`src/hw/rtl/wcl_pkg.sv`:
```
package wcl_pkg;

  // Chunk tags as they arrive, first byte in the top bits
  localparam logic [31:0] TAG_RIFF = 32'h52494646;
  localparam logic [31:0] TAG_WAVE = 32'h57415645;
  localparam logic [31:0] TAG_FMT  = 32'h666D7420;
  localparam logic [31:0] TAG_DATA = 32'h64617461;

  localparam int unsigned CFG_W = 27;
  localparam logic [CFG_W-1:0] MAX_BYTES_RESET = 27'h4000000;

  // Smallest legal file and smallest legal fmt payload
  localparam logic [32:0] MIN_FILE_BYTES = 33'd12;
  localparam logic [31:0] MIN_FMT_BYTES  = 32'd16;

  localparam int unsigned OFS_W = 26;
  localparam int unsigned LEN_W = 27;
  localparam int unsigned OUT_W = 112;

  typedef enum logic [2:0] {
    ST_OK         = 3'd0,
    ST_LENGTH     = 3'd1,
    ST_TAGS       = 3'd2,
    ST_OVERRUN    = 3'd3,
    ST_FMT_BAD    = 3'd4,
    ST_AUDIO_BAD  = 3'd5
  } status_t;

  // One input byte as held in the input register
  typedef struct packed {
    logic [7:0] data_byte;
    logic       last_byte;
  } item_t;

  // One result, packed from the top field down to status at bit 0
  typedef struct packed {
    logic [LEN_W-1:0] audio_bytes;
    logic [OFS_W-1:0] audio_offset;
    logic [LEN_W-1:0] fmt_length;
    logic [OFS_W-1:0] fmt_offset;
    status_t          status;
  } result_t;

endpackage

```
`src/hw/rtl/wcl_in_reg.sv`:
```
module wcl_in_reg (
  input  logic          clk,
  input  logic          rst_n,
  input  logic          in_tvalid,
  output logic          in_tready,
  input  logic [7:0]    in_tdata,
  input  logic          in_tlast,
  output logic          item_valid,
  output wcl_pkg::item_t item,
  input  logic          take
);
  import wcl_pkg::*;

  logic  valid_r;
  item_t item_r;

  // Accept a new request when the register is empty or the held one leaves this cycle
  assign in_tready  = !valid_r || take;
  assign item_valid = valid_r;
  assign item       = item_r;

  always_ff @(posedge clk) begin
    if (!rst_n) begin
      valid_r <= 1'b0;
    end else if (in_tready) begin
      valid_r <= in_tvalid;
    end
  end

  always_ff @(posedge clk) begin
    if (in_tvalid && in_tready) begin
      item_r.data_byte <= in_tdata;
      item_r.last_byte <= in_tlast;
    end
  end

endmodule

```
`src/hw/rtl/wcl_parser.sv`:
```
module wcl_parser #(
  parameter int unsigned POSITION_BITS = 27
) (
  input  logic                 clk,
  input  logic                 rst_n,
  input  logic                 cfg_valid,
  input  logic [26:0]          cfg_data,
  input  logic                 item_valid,
  input  wcl_pkg::item_t       item,
  input  logic                 out_space,
  output logic                 take,
  output logic                 fire,
  output wcl_pkg::result_t     res
);
  import wcl_pkg::*;

  localparam int unsigned PW = POSITION_BITS;
  localparam logic [PW-1:0] POS_MAX = {PW{1'b1}};

  typedef enum logic [1:0] {
    PH_FILE = 2'd0,
    PH_HDR  = 2'd1,
    PH_PAY  = 2'd2,
    PH_PAD  = 2'd3
  } phase_t;

  logic [CFG_W-1:0] max_r;
  logic [PW-1:0]    pos_r, pos_nxt;
  logic             over_r, over_nxt;
  phase_t           phase_r, phase_nxt;
  logic [2:0]       hidx_r, hidx_nxt;
  logic [31:0]      tag_r, tag_nxt;
  logic [31:0]      size_r, size_nxt;
  logic [31:0]      left_r, left_nxt;
  logic             pad_r, pad_nxt;
  logic             fmt_seen_r, fmt_seen_nxt;
  logic [PW-1:0]    fmt_start_r, fmt_start_nxt;
  logic [31:0]      fmt_size_r, fmt_size_nxt;
  logic             aud_seen_r, aud_seen_nxt;
  logic [PW-1:0]    aud_start_r, aud_start_nxt;
  logic [31:0]      aud_size_r, aud_size_nxt;
  logic             bad_r, bad_nxt;
  logic             ovr_r, ovr_nxt;

  logic [32:0]      len;
  logic [31:0]      fmt_start_ext;
  logic [31:0]      aud_start_ext;
  status_t          status;

  // A last byte waits for a free output slot; other bytes always pass
  assign take = item_valid && (!item.last_byte || out_space);
  assign fire = take && item.last_byte;

  assign len           = 33'(pos_r) + 33'd1;
  assign fmt_start_ext = 32'(fmt_start_nxt);
  assign aud_start_ext = 32'(aud_start_nxt);

  // Advance the parse by one byte
  always_comb begin
    pos_nxt       = pos_r;
    over_nxt      = over_r;
    phase_nxt     = phase_r;
    hidx_nxt      = hidx_r;
    tag_nxt       = tag_r;
    size_nxt      = size_r;
    left_nxt      = left_r;
    pad_nxt       = pad_r;
    fmt_seen_nxt  = fmt_seen_r;
    fmt_start_nxt = fmt_start_r;
    fmt_size_nxt  = fmt_size_r;
    aud_seen_nxt  = aud_seen_r;
    aud_start_nxt = aud_start_r;
    aud_size_nxt  = aud_size_r;
    bad_nxt       = bad_r;
    ovr_nxt       = ovr_r;
    if (pos_r == POS_MAX) begin
      over_nxt = 1'b1;
    end else begin
      pos_nxt = pos_r + PW'(1);
    end
    unique case (phase_r)
      PH_FILE: begin
        tag_nxt = {tag_r[23:0], item.data_byte};
        if (pos_r == PW'(3) && tag_nxt != TAG_RIFF) begin
          bad_nxt = 1'b1;
        end
        if (pos_r == PW'(11)) begin
          if (tag_nxt != TAG_WAVE) begin
            bad_nxt = 1'b1;
          end
          phase_nxt = PH_HDR;
          hidx_nxt  = 3'd0;
        end
      end
      PH_HDR: begin
        if (!hidx_r[2]) begin
          tag_nxt = {tag_r[23:0], item.data_byte};
        end else begin
          size_nxt = {item.data_byte, size_r[31:8]};
        end
        if (hidx_r == 3'd7) begin
          // Record the payload start, which is the next byte position
          if (tag_nxt == TAG_FMT) begin
            fmt_seen_nxt  = 1'b1;
            fmt_start_nxt = pos_r + PW'(1);
            fmt_size_nxt  = size_nxt;
          end else if (tag_nxt == TAG_DATA) begin
            aud_seen_nxt  = 1'b1;
            aud_start_nxt = pos_r + PW'(1);
            aud_size_nxt  = size_nxt;
          end
          left_nxt = size_nxt;
          pad_nxt  = size_nxt[0];
          hidx_nxt = 3'd0;
          phase_nxt = (size_nxt == 32'd0) ? PH_HDR : PH_PAY;
        end else begin
          hidx_nxt = hidx_r + 3'd1;
        end
      end
      PH_PAY: begin
        left_nxt = left_r - 32'd1;
        if (left_nxt == 32'd0) begin
          phase_nxt = pad_r ? PH_PAD : PH_HDR;
          hidx_nxt  = 3'd0;
        end
      end
      PH_PAD: begin
        pad_nxt   = 1'b0;
        phase_nxt = PH_HDR;
        hidx_nxt  = 3'd0;
      end
      default: begin
        phase_nxt = PH_HDR;
      end
    endcase
    // Flag a payload still open when the file ends
    if (item.last_byte && phase_nxt == PH_PAY && left_nxt != 32'd0) begin
      ovr_nxt = 1'b1;
    end
  end

  // Pick the first failing check
  always_comb begin
    priority if (over_nxt || len < MIN_FILE_BYTES || len > 33'(max_r)) begin
      status = ST_LENGTH;
    end else if (bad_nxt) begin
      status = ST_TAGS;
    end else if (ovr_nxt) begin
      status = ST_OVERRUN;
    end else if (!fmt_seen_nxt || fmt_size_nxt < MIN_FMT_BYTES) begin
      status = ST_FMT_BAD;
    end else if (!aud_seen_nxt || aud_size_nxt == 32'd0) begin
      status = ST_AUDIO_BAD;
    end else begin
      status = ST_OK;
    end
  end

  // Drive the offsets and lengths only for a good file
  always_comb begin
    res        = '0;
    res.status = status;
    if (status == ST_OK) begin
      res.fmt_offset   = fmt_start_ext[OFS_W-1:0];
      res.fmt_length   = fmt_size_nxt[LEN_W-1:0];
      res.audio_offset = aud_start_ext[OFS_W-1:0];
      res.audio_bytes  = aud_size_nxt[LEN_W-1:0];
    end
  end

  always_ff @(posedge clk) begin
    if (!rst_n) begin
      max_r <= MAX_BYTES_RESET;
    end else if (cfg_valid) begin
      max_r <= cfg_data;
    end
  end

  // Hold the parse state; drop it after each last byte
  always_ff @(posedge clk) begin
    if (!rst_n || fire) begin
      pos_r       <= '0;
      over_r      <= 1'b0;
      phase_r     <= PH_FILE;
      hidx_r      <= 3'd0;
      tag_r       <= '0;
      size_r      <= '0;
      left_r      <= '0;
      pad_r       <= 1'b0;
      fmt_seen_r  <= 1'b0;
      fmt_start_r <= '0;
      fmt_size_r  <= '0;
      aud_seen_r  <= 1'b0;
      aud_start_r <= '0;
      aud_size_r  <= '0;
      bad_r       <= 1'b0;
      ovr_r       <= 1'b0;
    end else if (take) begin
      pos_r       <= pos_nxt;
      over_r      <= over_nxt;
      phase_r     <= phase_nxt;
      hidx_r      <= hidx_nxt;
      tag_r       <= tag_nxt;
      size_r      <= size_nxt;
      left_r      <= left_nxt;
      pad_r       <= pad_nxt;
      fmt_seen_r  <= fmt_seen_nxt;
      fmt_start_r <= fmt_start_nxt;
      fmt_size_r  <= fmt_size_nxt;
      aud_seen_r  <= aud_seen_nxt;
      aud_start_r <= aud_start_nxt;
      aud_size_r  <= aud_size_nxt;
      bad_r       <= bad_nxt;
      ovr_r       <= ovr_nxt;
    end
  end

endmodule

```
`src/hw/rtl/wcl_out_reg.sv`:
```
module wcl_out_reg (
  input  logic                 clk,
  input  logic                 rst_n,
  input  logic                 load,
  input  wcl_pkg::result_t     res,
  output logic                 space,
  output logic                 out_tvalid,
  input  logic                 out_tready,
  output logic [111:0]         out_tdata
);
  import wcl_pkg::*;

  logic    valid_r;
  result_t res_r;

  assign space      = !valid_r || out_tready;
  assign out_tvalid = valid_r;
  assign out_tdata  = {(OUT_W - $bits(result_t))'(0), res_r};

  // Hold a result until taken; reload in the same cycle it leaves
  always_ff @(posedge clk) begin
    if (!rst_n) begin
      valid_r <= 1'b0;
    end else if (space) begin
      valid_r <= load;
    end
  end

  always_ff @(posedge clk) begin
    if (load && space) begin
      res_r <= res;
    end
  end

endmodule

```
`src/hw/rtl/wave_chunk_locator.sv`:
```
// Result: a last byte passes the input register, then its result is registered in the output register.
// Throughput: one byte per cycle; the only stall is a last byte waiting for the
// output register, which holds one finished status while the next file streams in.
// Reset: synchronous, active low; clears parse state and sets max_file_bytes to 2^26.
// After each last byte all parse state returns to its reset value; the limit is kept.
module wave_chunk_locator #(
  parameter int unsigned POSITION_BITS = 27
) (
  input  logic         clk,
  input  logic         rst_n,
  input  logic         in_tvalid,
  output logic         in_tready,
  input  logic [7:0]   in_tdata,   // data_byte
  input  logic         in_tlast,   // last_byte
  output logic         out_tvalid,
  input  logic         out_tready,
  // status[2:0], fmt_offset[28:3], fmt_length[55:29], audio_offset[81:56],
  // audio_bytes[108:82], zero fill [111:109]
  output logic [111:0] out_tdata,
  input  logic         cfg_valid,
  output logic         cfg_ready,
  input  logic [26:0]  cfg_data    // max_file_bytes
);
  import wcl_pkg::*;

  logic    item_valid;
  item_t   item;
  logic    take;
  logic    fire;
  logic    space;
  result_t res;

  assign cfg_ready = 1'b1;

  wcl_in_reg u_in (
    .clk        (clk),
    .rst_n      (rst_n),
    .in_tvalid  (in_tvalid),
    .in_tready  (in_tready),
    .in_tdata   (in_tdata),
    .in_tlast   (in_tlast),
    .item_valid (item_valid),
    .item       (item),
    .take       (take)
  );

  wcl_parser #(
    .POSITION_BITS (POSITION_BITS)
  ) u_parser (
    .clk        (clk),
    .rst_n      (rst_n),
    .cfg_valid  (cfg_valid),
    .cfg_data   (cfg_data),
    .item_valid (item_valid),
    .item       (item),
    .out_space  (space),
    .take       (take),
    .fire       (fire),
    .res        (res)
  );

  wcl_out_reg u_out (
    .clk        (clk),
    .rst_n      (rst_n),
    .load       (fire),
    .res        (res),
    .space      (space),
    .out_tvalid (out_tvalid),
    .out_tready (out_tready),
    .out_tdata  (out_tdata)
  );

endmodule

```
`config.mk`:
```
export PLATFORM = sky130hd
export DESIGN_NAME = wave_chunk_locator
export DESIGN_NICKNAME = d
export VERILOG_FILES = /design/src/hw/rtl/wcl_pkg.sv /design/src/hw/rtl/wcl_in_reg.sv /design/src/hw/rtl/wcl_parser.sv /design/src/hw/rtl/wcl_out_reg.sv /design/src/hw/rtl/wave_chunk_locator.sv
export SDC_FILE = /design/constraint.sdc
export NUM_CORES = 1
export LEC_CHECK = 0
export ABC_CLOCK_PERIOD_IN_PS = 11400
export BUFFER_PORTS_ARGS = -buffer_cell sky130_fd_sc_hd__clkbuf_2
export CAP_MARGIN = 20
export CORE_MARGIN = 5
export CORE_UTILIZATION = 39
export CTS_CLUSTER_DIAMETER = 120
export DETAILED_ROUTE_END_ITERATION = 6
export PLACE_DENSITY = 0.53
export SLEW_MARGIN = 0
export SYNTH_ARGS = -nofsm -noshare
export SYNTH_HDL_FRONTEND = slang
export SYNTH_SLANG_ARGS = --single-unit
```
`constraint.sdc`:
```
create_clock -name clk -period 11.4 [get_ports clk]
set_input_delay 1.14 -clock clk [delete_from_list [all_inputs] [get_ports clk]]
set_output_delay 1.14 -clock clk [all_outputs]
set_load 0.01 [all_outputs]
```
==> results.cfg <==
[status]
status = complete, no violations

[clock_network]
cts_made_buffers = 45
cts_resized = 0
clk_latency_ns = 0.59
cts_hold_buf = 0
cts.path.max_buffers = 3
numClockSinks = 397
cts_max_level = 2
cts_tree = built
cts_setup_buffers = 0
path_clk_slew_ns = 0.06
clock-root-buffer = clkbuf_16

[sta]
fin_crit_sh_pct = 51.4
hold_violations = 0
worstMarginPinSlew_ns = 1.14
rsz0062_at_grt = no
hold-worst-slack_ns = 0.450
setup_tns_ns = 0
setup_ws_ns = 5.54
maxSlewViolCount = 0
slew_headroom_pct = 21.8
fin_skew_ns = 0.0236
setup_violations = 0
min_period_ns = 5.86
fmax_ghz = 0.171

[die]
io_pins = 156
die_h_um = 232
initial_core_util_pct = 39.4
core.rowCount = 81
core_um2 = 49000
die_area_um2 = 53900
die_x_um = 232

[pwr]
pwr-share-comb_pct = 6.3
total_leakage_power_nw = 8.04
p_per_area_nw_per_um2 = 140
clkPwrFrac_pct = 45.1
switching_power_mw = 0.737
swShare_pct = 24.0
p_seq_share_pct = 48.6
irDropWorstVdd_v = 0.0000886
power.internal_mw = 2.33

[finish]
stdcell_area_um2 = 21900
drive_above_1_share_pct = 11.8
utilization_pct = 44.8
antenna_cells = 0
area_delta_synth_final_pct = 13.8
fin_nets = 2424

[detailed_routing]
drc = 0
drt_iter0_drc = 1504
drtPass1Iterations = 6
wl_per_cell_um = 19.7
vias_per_cell = 5.50
drt-total-wl_mm = 60.0
vias = 16800
ant_nets = 0

[placed_design]
gp_congestion = 0.873
pre_cts_ws_ns = 5.60
place_hpwl_mm = 40.5
port_buffers = 151
place_area_um2 = 20500

[synthesis]
syn_area_um2 = 19300
ys_seq_area_share_pct = 47.4
synth_cell_types = 72
avgSynthCellArea_um2 = 8.47
yosysWarnings = 0
synth_ff_type = dfxtp_1
synth_edf_count = 118
synthArstFlopShare_pct = 0
ys_seq_elements = 397
synth_cells = 2275

[min_path]
min_from = u_parser.aud_start_r[9]
whs_endpoint = u_parser.aud_start_r[9]
hold_depth = 2
hp-class = reg2reg

[global_route]
grt.total_usage_pct = 21.5
grt_max_degree = 223
grt_pass1_vias = 15500
grt_overflow = 0
grt_pass1_wl_mm = 92.0
antenna_found_initial = 1

[worst_setup_path]
r2r_end = u_out.out_tdata[44]
worst_setup_path_start_kind = flop
crit_family = simple AND/OR/NAND/NOR gates
critPathMaxStageDelay_ns = 0.82
worstPathArrival_ns = 6.27
path_cells = ha_1 > and4_1 > and3_1 > nand4_1 > xnor2_1 > ha_1 > nand2_1 > nor2_1 > a2111oi_0 > o21ai_0 > o211ai_1 > a21oi_1 > nor2_1 > nand4_4 > buf_4 > nor2_1
worstSetupEndpointType = flop
path_class = reg2reg
reg2reg_setup_slack_ns = 5.54
crit_slowest_cell = xnor2_1
cp_max_fo = 68
cp_common_cell = nor2_1
reg2reg_depth = 16
critPathBufInv = 1
worstPathRequired_ns = 11.82
r2r-start = u_parser.pos_r[0]

[flow_run]
max_cap_viol_count = 0
-- flip-flops by register name (all words and copies together) (netlist names), 27 cells and up --
signal	flops
u_out.out_tdata	109
u_parser.aud_size_r	32
u_parser.fmt_size_r	32
u_parser.left_r	32
u_parser.max_r	27
u_parser.pos_r	27
u_parser.size_r	32
u_parser.tag_r	32
-- worst reg2reg max path, cell delays in order (launching register included) --
cell and delay [ns]:
dfxtp_1 0.60, ha_1 0.38, and4_1 0.26, and3_1 0.28, nand4_1 0.19, xnor2_1 0.82, ha_1 0.40, nand2_1 0.10
nor2_1 0.05, a2111oi_0 0.45, o21ai_0 0.17, o211ai_1 0.11, a21oi_1 0.12, nor2_1 0.38, nand4_4 0.56, buf_4 0.58
nor2_1 0.25
-- worst max path at each step --
stage | from | endpoint | slack (ns) | depth (start not counted)
final | u_parser.pos_r[0] | u_out.out_tdata[44] | 5.54 | 16
after global routing | u_parser.hidx_r[2] | u_out.out_tdata[44] | 5.18 | 13
after CTS | u_parser.hidx_r[2] | u_out.out_tdata[44] | 5.56 | 13
after detailed placement | u_parser.hidx_r[2] | u_out.out_tdata[44] | 5.60 | 13
after global placement | u_parser.hidx_r[2] | u_out.out_tdata[46] | 5.68 | 12
after floorplan | out_tready | u_out.out_tdata[0] | 7.08 | 6
-- final cells by class --
type | instances | area (um^2)
Fill cell | 4915 | 27000
Multi-Input combinational cell | 1663 | 9310
Inverter | 49 | 186
Sequential cell | 397 | 9130
Clock buffer | 66 | 1230
Clock inverter | 15 | 145
Timing Repair Buffer | 191 | 1090
Tap cell | 664 | 831
-- cell families (layout without fill, tap and decap cells) --
logic type                 after synthesis  count (layout)  share of synthesized area (%)
AOI/OAI and AO/OA                      462             462                           14.2
xor gates and xnor gates                45              45                           2.05
adders and majority gates               36              36                           2.34
buffers and inverters                  217             321                           4.55
DFF                                    397             397                           47.4
muxes                                  110             110                           5.73
other                                    2               4                         0.0390
and+or+nand+nor                       1006            1006                           23.8
-- layout by cell type, fill, tap and decap left out, drive strengths merged, types with 5 or more instances in the layout --
cell / netlist / final
a31oi: 17 / 17
or2: 6 / 6
a2111oi: 5 / 5
inv: 49 / 52
nand4b: 6 / 6
nand2: 233 / 233
and3: 6 / 6
nor2b: 35 / 35
o31ai: 7 / 7
nor4: 50 / 50
nor4b: 7 / 7
nor2: 472 / 472
xor2: 20 / 20
ha: 36 / 36
a22oi: 5 / 5
and4: 5 / 5
nor3: 49 / 49
clkinv: 0 / 10
o22ai: 5 / 5
a211oi: 55 / 55
o211ai: 11 / 11
xnor2: 25 / 25
edfxtp: 118 / 118
o21ai: 48 / 48
buf: 29 / 40
clkbuf: 139 / 217
or4: 15 / 15
dfxtp: 279 / 279
mux2i: 107 / 107
nand3: 34 / 34
nand4: 41 / 41
nand2b: 9 / 9
or3: 22 / 22
a21oi: 263 / 263
-- stage by stage --
| stage | total power [mW] | cells |
|---|---|---|
| 2_1_floorplan | 1.65 | 2277 |
| 3_3_place_gp | 1.71 | 2959 |
| 3_5_place_dp | 1.71 | 2961 |
| 4_1_cts | 3.11 | 3042 |
| 5_1_grt | 3.19 | 3045 |
| 6_report | 3.07 | 3045 |
-- synth_stat cells (all sizes together), types with 7 or more instances --
master,instances,area (um^2)
clkbuf,139,522
nor2b,35,219
o21ai,48,240
mux2i,107,1070
or3,22,138
nand4,41,269
a211oi,55,413
nand3,34,170
nor4b,7,61.3
or4,15,113
a21oi,263,1320
dfxtp,279,5590
nor2,472,1770
o211ai,11,82.6
inv,49,184
edfxtp,118,3540
nor3,49,245
a31oi,17,106
nand2b,9,56.3
ha,36,450
xor2,20,175
nand2,233,875
buf,29,170
o31ai,7,52.6
nor4,50,355
xnor2,25,219
-- power by group through the flow --
stage	clock network (mW)	registers [mW]	logic, mW
2_1_floorplan	0	1.51	0.138
3_3_place_gp	0	1.52	0.190
3_5_place_dp	0	1.52	0.190
4_1_cts	1.42	1.49	0.191
5_1_grt	1.49	1.49	0.212
6_report	1.38	1.49	0.193
-- per-layer routing --
layer  track usage [%]  part of all wire (%)  vias to the layer above
met5                 0                     0                        -
met4              6.39                   3.0                        0
met3              3.35                   5.9                       95
met2              32.7                    44                      510
met1              31.8                    47                     7997
li1                  -                     -                     8148
No activity file was read; power rests on OpenSTA's default activity.
